==> src/hdl/pwi_pkg.sv <==
// ----------------------------------------------------------------------------
// pwi_pkg
// Shared types and constants of the windowed-integral PID controller.
// ----------------------------------------------------------------------------
package pwi_pkg;

  localparam int WIN_LEN   = 8;
  localparam int IDX_W     = (WIN_LEN > 1) ? $clog2(WIN_LEN) : 1;

  localparam int ERR_W     = 16;
  localparam int GAIN_W    = 16;
  localparam int LIM_W     = 32;
  localparam int DRIVE_W   = 32;
  localparam int CFG_IDX_W = 3;
  localparam int CFG_W     = 32;

  localparam int FRAC_DROP = 4;
  localparam int WSUM_W    = ERR_W + $clog2(WIN_LEN);
  localparam int DIFF_W    = ERR_W + 1;
  localparam int P_PROD_W  = ERR_W + GAIN_W;
  localparam int D_PROD_W  = DIFF_W + GAIN_W;
  localparam int I_PROD_W  = WSUM_W + GAIN_W;
  localparam int P_W       = P_PROD_W - FRAC_DROP;
  localparam int D_W       = D_PROD_W - FRAC_DROP;
  localparam int I_W       = I_PROD_W - FRAC_DROP;
  localparam int CMP_W     = (I_W > LIM_W) ? I_W : LIM_W;
  localparam int TOT_W     = LIM_W + 2;

  localparam logic signed [DRIVE_W-1:0] DRIVE_MAX = 32'sd65536;
  localparam logic signed [DRIVE_W-1:0] DRIVE_MIN = {1'b1, {(DRIVE_W-1){1'b0}}};

  localparam logic signed [LIM_W-1:0] INTEG_MAX_RST = 32'sd3277;
  localparam logic signed [LIM_W-1:0] INTEG_MIN_RST = -32'sd3277;

  typedef enum logic [CFG_IDX_W-1:0] {
    REG_PROP_GAIN    = 3'd0,
    REG_INTEG_GAIN   = 3'd1,
    REG_DERIV_GAIN   = 3'd2,
    REG_INTEGRAL_MAX = 3'd3,
    REG_INTEGRAL_MIN = 3'd4
  } reg_index_t;

  typedef enum logic {
    CMD_UPDATE = 1'b0,
    CMD_FLUSH  = 1'b1
  } command_t;

endpackage

==> src/hdl/pid_windowed_integral.sv <==
// ----------------------------------------------------------------------------
// pid_windowed_integral
// PID controller with the integral taken over a moving window of errors.
//
// Input channel (in_valid / in_stall): in_command selects an update, which
// carries in_error_sample (Q8.8), or a flush, which empties the window and
// gives no result. Result channel (out_valid / out_stall): out_drive, Q16,
// clamped above at 1.0. The user must write gains and integral limits on
// the cfg_ port only while the block is idle; the block does not enforce it.
// One item is taken every cycle while in_stall is low. The window sits in
// a RAM read and written at the slot being replaced in the transfer cycle;
// a running window sum is updated from the read data, so no window loop
// limits the rate. A result reaches out_valid through five registered
// stages (RAM read, sum and P/D multiply, I multiply, I clamp, final add
// and clamp).
// A stalled receiver holds the output register; stages behind it fill up
// and in_stall rises only when every stage holds an item.
// Reset empties the window through per-entry valid bits, zeroes the sum and
// loads the register defaults; no clearing pass is needed.
// ----------------------------------------------------------------------------
module pid_windowed_integral
  import pwi_pkg::*;
(
  input  logic                       clk,
  input  logic                       rst_n,
  input  logic                       in_valid,
  output logic                       in_stall,
  input  logic                       in_command,
  input  logic signed [ERR_W-1:0]    in_error_sample,
  output logic                       out_valid,
  input  logic                       out_stall,
  output logic signed [DRIVE_W-1:0]  out_drive,
  input  logic                       cfg_we,
  input  logic [CFG_IDX_W-1:0]       cfg_index,
  input  logic [CFG_W-1:0]           cfg_data
);

  logic signed [GAIN_W-1:0] prop_gain_r;
  logic signed [GAIN_W-1:0] integ_gain_r;
  logic signed [GAIN_W-1:0] deriv_gain_r;
  logic signed [LIM_W-1:0]  integral_max_r;
  logic signed [LIM_W-1:0]  integral_min_r;

  logic                     rdy1, rdy2, rdy3, rdy4, rdy_out;
  logic                     accept;
  logic                     is_flush;
  logic [IDX_W-1:0]         newest_r;
  logic [IDX_W-1:0]         slot;
  logic [WIN_LEN-1:0]       wvalid_r;
  logic signed [ERR_W-1:0]  prev_r;
  logic [ERR_W-1:0]         ram_rdata;

  logic                     v1_r, cmd1_r, ov1_r;
  logic signed [ERR_W-1:0]  err1_r, prev1_r;
  logic signed [ERR_W-1:0]  old1;
  logic signed [DIFF_W-1:0] diff1;
  logic signed [P_PROD_W-1:0] p_prod;
  logic signed [D_PROD_W-1:0] d_prod;
  logic signed [WSUM_W-1:0] sum_r, sum_nxt;

  logic                     v2_r;
  logic signed [P_W-1:0]    p2_r;
  logic signed [D_W-1:0]    d2_r;
  logic signed [I_PROD_W-1:0] i_prod;

  logic                     v3_r;
  logic signed [P_W-1:0]    p3_r;
  logic signed [D_W-1:0]    d3_r;
  logic signed [I_W-1:0]    i3_r;
  logic signed [CMP_W-1:0]  i_ext, max_ext, min_ext;
  logic signed [LIM_W-1:0]  i_cl;

  logic                     v4_r;
  logic signed [P_W-1:0]    p4_r;
  logic signed [D_W-1:0]    d4_r;
  logic signed [LIM_W-1:0]  i4_r;
  logic signed [TOT_W-1:0]  total;
  logic signed [DRIVE_W-1:0] total_cl;

  logic                     out_v_r;
  logic signed [DRIVE_W-1:0] drive_r;

  assign rdy_out  = !out_v_r || !out_stall;
  assign rdy4     = !v4_r || rdy_out;
  assign rdy3     = !v3_r || rdy4;
  assign rdy2     = !v2_r || rdy3;
  assign rdy1     = !v1_r || rdy2;
  assign in_stall = !rdy1;
  assign accept   = in_valid && rdy1;
  assign is_flush = (command_t'(in_command) == CMD_FLUSH);

  assign slot = (newest_r == IDX_W'(WIN_LEN - 1)) ? '0 : newest_r + 1'b1;

  always_ff @(posedge clk) begin
    if (!rst_n) begin
      prop_gain_r    <= '0;
      integ_gain_r   <= '0;
      deriv_gain_r   <= '0;
      integral_max_r <= INTEG_MAX_RST;
      integral_min_r <= INTEG_MIN_RST;
    end else if (cfg_we) begin
      case (reg_index_t'(cfg_index))
        REG_PROP_GAIN:    prop_gain_r    <= cfg_data[GAIN_W-1:0];
        REG_INTEG_GAIN:   integ_gain_r   <= cfg_data[GAIN_W-1:0];
        REG_DERIV_GAIN:   deriv_gain_r   <= cfg_data[GAIN_W-1:0];
        REG_INTEGRAL_MAX: integral_max_r <= cfg_data[LIM_W-1:0];
        REG_INTEGRAL_MIN: integral_min_r <= cfg_data[LIM_W-1:0];
        default: ;
      endcase
    end
  end

  pwi_ram #(
    .WIDTH (ERR_W),
    .DEPTH (WIN_LEN)
  ) u_window (
    .clk   (clk),
    .we    (accept && !is_flush),
    .waddr (slot),
    .wdata (in_error_sample),
    .re    (accept),
    .raddr (slot),
    .rdata (ram_rdata)
  );

  // window pointer, entry valid bits and last stored sample
  always_ff @(posedge clk) begin
    if (!rst_n) begin
      newest_r <= '0;
      wvalid_r <= '0;
      prev_r   <= '0;
    end else if (accept) begin
      if (is_flush) begin
        newest_r <= '0;
        wvalid_r <= '0;
        prev_r   <= '0;
      end else begin
        newest_r       <= slot;
        wvalid_r[slot] <= 1'b1;
        prev_r         <= in_error_sample;
      end
    end
  end

  // stage 1: running sum, P and D products
  always_ff @(posedge clk) begin
    if (!rst_n) begin
      v1_r <= 1'b0;
    end else if (rdy1) begin
      v1_r <= accept;
    end
  end

  always_ff @(posedge clk) begin
    if (accept) begin
      cmd1_r  <= in_command;
      err1_r  <= in_error_sample;
      prev1_r <= prev_r;
      ov1_r   <= wvalid_r[slot];
    end
  end

  assign old1    = ov1_r ? $signed(ram_rdata) : '0;
  assign sum_nxt = sum_r - WSUM_W'(old1) + WSUM_W'(err1_r);
  assign diff1   = DIFF_W'(err1_r) - DIFF_W'(prev1_r);
  assign p_prod  = P_PROD_W'(prop_gain_r) * P_PROD_W'(err1_r);
  assign d_prod  = D_PROD_W'(deriv_gain_r) * D_PROD_W'(diff1);

  always_ff @(posedge clk) begin
    if (!rst_n) begin
      sum_r <= '0;
    end else if (v1_r && rdy2) begin
      sum_r <= (command_t'(cmd1_r) == CMD_FLUSH) ? '0 : sum_nxt;
    end
  end

  always_ff @(posedge clk) begin
    if (!rst_n) begin
      v2_r <= 1'b0;
    end else if (rdy2) begin
      v2_r <= v1_r && (command_t'(cmd1_r) == CMD_UPDATE);
    end
  end

  always_ff @(posedge clk) begin
    if (rdy2 && v1_r) begin
      p2_r <= p_prod[P_PROD_W-1:FRAC_DROP];
      d2_r <= d_prod[D_PROD_W-1:FRAC_DROP];
    end
  end

  // stage 2: I product
  assign i_prod = I_PROD_W'(integ_gain_r) * I_PROD_W'(sum_r);

  always_ff @(posedge clk) begin
    if (!rst_n) begin
      v3_r <= 1'b0;
    end else if (rdy3) begin
      v3_r <= v2_r;
    end
  end

  always_ff @(posedge clk) begin
    if (rdy3 && v2_r) begin
      p3_r <= p2_r;
      d3_r <= d2_r;
      i3_r <= i_prod[I_PROD_W-1:FRAC_DROP];
    end
  end

  // stage 3: I clamp, upper limit first
  assign i_ext   = CMP_W'(i3_r);
  assign max_ext = CMP_W'(integral_max_r);
  assign min_ext = CMP_W'(integral_min_r);

  always_comb begin
    if (i_ext > max_ext) begin
      i_cl = integral_max_r;
    end else if (i_ext < min_ext) begin
      i_cl = integral_min_r;
    end else begin
      i_cl = i_ext[LIM_W-1:0];
    end
  end

  always_ff @(posedge clk) begin
    if (!rst_n) begin
      v4_r <= 1'b0;
    end else if (rdy4) begin
      v4_r <= v3_r;
    end
  end

  always_ff @(posedge clk) begin
    if (rdy4 && v3_r) begin
      p4_r <= p3_r;
      d4_r <= d3_r;
      i4_r <= i_cl;
    end
  end

  // stage 4: sum of terms and drive clamp
  assign total = TOT_W'(p4_r) + TOT_W'(i4_r) + TOT_W'(d4_r);

  always_comb begin
    if (total > TOT_W'(DRIVE_MAX)) begin
      total_cl = DRIVE_MAX;
    end else if (total < TOT_W'(DRIVE_MIN)) begin
      total_cl = DRIVE_MIN;
    end else begin
      total_cl = total[DRIVE_W-1:0];
    end
  end

  always_ff @(posedge clk) begin
    if (!rst_n) begin
      out_v_r <= 1'b0;
    end else if (rdy_out) begin
      out_v_r <= v4_r;
    end
  end

  always_ff @(posedge clk) begin
    if (rdy_out && v4_r) begin
      drive_r <= total_cl;
    end
  end

  assign out_valid = out_v_r;
  assign out_drive = drive_r;

endmodule

==> src/hdl/pwi_ram.sv <==
// ----------------------------------------------------------------------------
// pwi_ram
// Generic single-clock RAM, one write and one read port, registered read.
// ----------------------------------------------------------------------------
module pwi_ram #(
  parameter int WIDTH = 16,
  parameter int DEPTH = 8
) (
  input  logic                                   clk,
  input  logic                                   we,
  input  logic [((DEPTH > 1) ? $clog2(DEPTH) : 1)-1:0] waddr,
  input  logic [WIDTH-1:0]                       wdata,
  input  logic                                   re,
  input  logic [((DEPTH > 1) ? $clog2(DEPTH) : 1)-1:0] raddr,
  output logic [WIDTH-1:0]                       rdata
);

  logic [WIDTH-1:0] mem [DEPTH];
  logic [WIDTH-1:0] rdata_r;

  always_ff @(posedge clk) begin
    if (we) begin
      mem[waddr] <= wdata;
    end
    if (re) begin
      rdata_r <= mem[raddr];
    end
  end

  assign rdata = rdata_r;

endmodule

==> config.mk <==
export PLATFORM = sky130hd
export DESIGN_NAME = pid_windowed_integral
export DESIGN_NICKNAME = d
export VERILOG_FILES = /design/src/hdl/pwi_pkg.sv /design/src/hdl/pid_windowed_integral.sv /design/src/hdl/pwi_ram.sv
export SDC_FILE = /design/constraint.sdc
export NUM_CORES = 2
export LEC_CHECK = 0
export BUFFER_PORTS_ARGS = -buffer_cell sky130_fd_sc_hd__buf_4
export CAP_MARGIN = 20
export CORE_MARGIN = 3
export CORE_UTILIZATION = 35
export DETAILED_ROUTE_END_ITERATION = 10
export PLACE_DENSITY = 0.6
export SYNTH_ARGS = -nofsm -noshare
export SYNTH_HDL_FRONTEND = slang
export SYNTH_SLANG_ARGS = --single-unit
==> constraint.sdc <==
create_clock -name clk -period 12.16 [get_ports clk]
set_clock_uncertainty 0.15 [all_clocks]
set_input_delay 0.608 -clock clk [delete_from_list [all_inputs] [get_ports clk]]
set_output_delay 0.608 -clock clk [all_outputs]
set_load 0.05 [all_outputs]
# == Yosys cells after proc, flatten, opt, wreduce, memory -nomap -nowiden ==
# Memories as Yosys holds them, arrays and structs flattened. A register that Yosys moved wholly into a read port is not among the register bits.
# Cells that the tools add are included.
# W data, S select, Z words.
# word_totals
regBits,463
inputBits,57
output_inout_bits,34
wordCells,94
latch_bits,0
memories,1
rom_bits,0
ram_bits,128
# op_classes
n_eq_ne,5
n_reduce_logical,28
bitwise,2
muxes,15
multipliers,3
magnitude_cmp,6
n_div,0
add_sub_neg,6
n_shift,0
# mem_list
name,words,word_bits,read_ports,rd_ports_with_merged_regs,wr,line_no,source
u_window.mem,8,16,1,1,1,pwi_ram.sv:18,logic [WIDTH-1:0] mem [DEPTH];
# ops
op,count
$mux W32,3
$mul A16 B19 Y35,1
$add A33 B29 Y34,1
$gt A34 B18 Y1 const B,1
$lt A34 B32 Y1 const B,1
$add A28 B32 Y33,1
$mul A16 B17 Y33,1
$gt A31 B32 Y1,1
$lt A31 B32 Y1,1
$mul A16 B16 Y32,1
$mux W16,2
$add A19 B16 Y19,1
$mux W19,1
$sub A19 B16 Y19,1
$sub A16 B16 Y17,1
$reduce_and A2 Y1,5
$logic_and A1 B1 Y1,8
$logic_not A1 Y1,8
$mux W8,1
$or A8 B8 Y8,1
$eq A3 B2 Y1 const B,2
$eq A3 B3 Y1 const B,2
$mux W3,2
$logic_or A1 B1 Y1,5
10 further kinds,13

# == Longest topological paths before layout ==
# logic_depth
depth_word,10
ltp_mapped,36
ltp_nobuf,34

# == Modules after synthesis ==
# Synthesis repeated with hierarchy kept, for this count alone.
# hier_totals
hier_cells,5842
area_unflattened_um2,59659.7
# modules_own_cells
module,area_per_inst_um2,seq_area_each_um2,cells_per_inst,instances
pid_windowed_integral,54205.7,12271.8,5628,1
pwi_ram,5454.0,4324.1,214,1

# == Least setup slack after synthesis ==
# No wires, ideal clock.
# synth_path
kind,reg2reg
start,reg err1_r[1]
end,"reg d2_r[25], data pin"
period_less_slack_ns,8.814
n_path_buf,2
required_ns,11.749
path_stages_with_launch,35
arrival_time_ns,8.403
setup_ns,0.261
setup_slack_ns,3.346
path_cell_list,edfxtp_1 -> clkbuf_1 -> inv_1 -> fa_1 -> nor2b_1 -> o21ai_0 -> a21boi_0 -> o21ai_0 -> a21oi_1 -> a41oi_1 -> a221oi_1 -> a2111oi_0 -> nor3_1 -> buf_2 -> nand2_1 -> fa_1 -> fa_1 -> fa_1 -> inv_1 -> fa_1 -> fa_1 -> inv_1 -> fa_1 -> inv_1 -> ha_1 -> a21o_1 -> a21o_1 -> a21o_1 -> a21o_1 -> a311o_1 -> o211ai_1 -> nand2_1 -> a21o_1 -> a211oi_1 -> nor3_1
# synth_via
elab_chain_len,2
# synth_lines
element,line_no,source
start: declaration,pid_windowed_integral.sv:54,"logic signed [ERR_W-1:0] err1_r, prev1_r;"
start signal: assignment,pid_windowed_integral.sv:157,err1_r <= in_error_sample;
$sub A16 B16 Y17,pid_windowed_integral.sv:165,assign diff1 = DIFF_W'(err1_r) - DIFF_W'(prev1_r);
$mul A16 B17 Y33,pid_windowed_integral.sv:167,assign d_prod = D_PROD_W'(deriv_gain_r) * D_PROD_W'(diff1);
via d_prod[29],pid_windowed_integral.sv:58,logic signed [D_PROD_W-1:0] d_prod;
end signal: assignment,pid_windowed_integral.sv:188,d2_r <= d_prod[D_PROD_W-1:FRAC_DROP];
end: declaration,pid_windowed_integral.sv:63,logic signed [D_W-1:0] d2_r;
# The timed path passes the listed nets, and every way through them passes these cells.
# A chain may end at the register's enable or synchronous reset.

# == Final worst setup path ==
# layout_path
start,reg err1_r[1]
end,"reg d2_r[28], data pin"
# The elaborated chain is that of the path after synthesis.

==> impl_metrics.ini <==
[run_status]
status = completed

[critical_path]
critPathCaptureType = register
path_class = register to register
required_ps = 12480
crit_path_frequent_cell = fa_1
worstPathArrival_ps = 10240
cpPeakStageDelay_ps = 770
path_max_fanout = 18
crit_slowest_cell = edfxtp_1
cp-start-kind = register

[power]
seqPwrFrac = 0.411
comb_power_share = 0.227
max-vdd-ir-drop_mv = 0.110
power_density_nw_per_um2 = 91.0
p_sw_frac = 0.313
switching_power_uw = 1840
p_int_uw = 4030
leakage_uw = 0.0275
p_clk_frac = 0.362

[synthesis]
yosys_warnings = 0
syn_area_um2 = 58900
synthArstFlopShare = 0
synth-seq-cells = 607
synth_area_leaders = fa_1 (30%), edfxtp_1 (23%), ha_1 (8.0%)
ys_seq_area_frac = 0.282
synth_edf_count = 444
ys.flop_type = edfxtp_1
synthDistinctLibCells = 92
synth.top_cell.area_share = 0.304
synth_cells = 5680
synthMostInstantiatedCell = inv_1
synth_fp_nets = 7009
syn_avg_cell_area_um2 = 10.4
ys_top_cells_by_count = inv_1 (1098), fa_1 (894), nand2_1 (742), edfxtp_1 (444), ha_1 (378)
yosysTopAreaCell = fa_1

[clocking]
cts_made_buffers = 68
htreeDepth = 3
post_cts_buffers = 0
cts_num_sinks = 607
root_buffer = clkbuf_16
cts_tree = done
clkSlewWorstSetupHoldPaths_ps = 60
cts_max_path_buffers = 3
clkLatencyLatePin_ps = 680
cts.repair.resized = 0
ctsHoldBuffers = 5

[sta]
rsz0062_at_grt = false
setup_tns_ps = 0
final-hold-violation-count = 0
fin_ws_ps = 2230
setup_viol = 0
worst_slew_pin_slew_ps = 1060
fin_crit_ps = 9930
fmax_mhz = 101
slew_headroom = 0.290
fin_crit_sh = 0.816
timing.final.max_slew_violations = 0

[route]
vias_per_cell = 4.94
drt_iter0_drc = 2561
vias = 39200
drt_pass1_iterations = 7
antenna_left = 0
drc = 0
wl_per_cell_um = 18.9
routed_wl_mm = 150

[run]
drv_cap = 0

[floorplanning]
initial_core_util = 0.354
die_h_um = 416
core-area_um2 = 166000
io_pins = 91
die_w_um = 416
core.rowCount = 149
die-area_um2 = 173000

[cells_and_area]
area_growth_pct = 9.54
num-fill-cells = 16100
drive_gt1_frac = 0.0637
fin_nets = 7018
final_util = 0.388

[grt]
antenna_found_initial = 12
grt.total_usage = 0.178
overflow = 0
grt_pass1_wl_mm = 241
grt_max_degree = 82
first_global_vias = 42100

[min_path]
hold_class = primary input to register

[placement]
hpwlAfterDp_mm = 118
place_ws_ps = 2350
port-buffer-count = 90
place_congestion = 0.900
layout make-up:
cell class	instances	area [µm²]	share of cell area
well taps	2189	2740	0.0425
repair buffers	152	1220	0.0189
multi-input cells	3761	37400	0.580
clock inverters	28	405	0.00629
flip-flops and latches	607	16600	0.257
clock buffers	98	1940	0.0302
inverters	1099	4130	0.0640
diodes	7	17.5	0.000272
layer usage:
| layer | share of wire | wire (µm) | GRT usage | up-vias |
|---|---|---|---|---|
| li1 | - | - | - | 18100 |
| met1 | 0.43 | 64300 | 0.230 | 20100 |
| met2 | 0.49 | 73800 | 0.308 | 865 |
| met3 | 0.047 | 7110 | 0.0248 | 205 |
| met4 | 0.033 | 4910 | 0.0569 | 6 |
| met5 | 0.00020 | 30 | 0 | - |
metrics by stage:
step | cell area (µm²) | std cells | power (µW) | hold WS [ps]
2_1_floorplan | 58900 | 5680 | 3320 | 250
3_3_place_gp | 62000 | 7798 | 3750 | 251
3_5_place_dp | 62000 | 7798 | 3770 | 255
4_1_cts | 64400 | 7929 | 5920 | 0.279
5_1_grt | 64500 | 7938 | 6180 | 33.6
6_report | 64500 | 7941 | 5870 | 44.7
final timing paths:
path              slack [ps]            endpoint          from  depth (start not counted)
setup / recovery        2230            d2_r[28]     err1_r[1]                         31
hold / removal            40  integral_min_r[23]  cfg_data[23]                          3
setup reg to reg        2230            d2_r[28]     err1_r[1]                         31
hold reg to reg          240             p4_r[2]       p3_r[2]                          0
flip-flops by register name, summed over array words and instances (netlist names), 3 cells and up:
register,count
p3_r,28
p2_r,28
p4_r,28
err1_r,16
integral_max_r,32
newest_r,3
prop_gain_r,16
prev_r,16
d3_r,29
prev1_r,16
d2_r,29
deriv_gain_r,16
i4_r,32
integ_gain_r,16
u_window.mem,128
d4_r,29
u_window.rdata,16
sum_r,19
integral_min_r,32
out_drive,32
i3_r,31
wvalid_r,8
worst max-delay path: cells and delay by family (launching register included):
kind	cells	cell delay (ps)
compound gates	13	2900
xor+xnor	1	690
fa+ha+maj	8	3860
buf+inv	4	370
flops	1	770
simple gates	5	960
cells in the final DEF, fill, tap and decap left out, types with 72 or more instances in the layout:
cell and n:
nand2_1 742, edfxtp_1 444, a21oi_1 244, o21ai_0 72, buf_4 142, inv_1 1096, fa_1 894, and2_1 355
dfxtp_1 163, xnor2_1 115, nor2_1 177, ha_1 378
power groups by stage:
stage | Clock [µW] | Combinational (µW) | Sequential, µW
after floorplan | 0 | 929 | 2390
after global placement | 0 | 1290 | 2450
after detailed placement | 0 | 1310 | 2460
after CTS | 2180 | 1320 | 2410
after global routing | 2270 | 1490 | 2420
final | 2130 | 1330 | 2410
cells by family after synthesis:
family | count (synthesis) | synth area share
xor gates and xnor gates | 156 | 0.0232
DFF | 607 | 0.282
AOI/OAI and AO/OA | 631 | 0.0699
buffers and inverters | 1312 | 0.0846
adders and majority gates | 1272 | 0.384
muxes | 118 | 0.0277
and+or+nand+nor | 1584 | 0.128
Note: power is estimated with default switching activity, not from simulation.
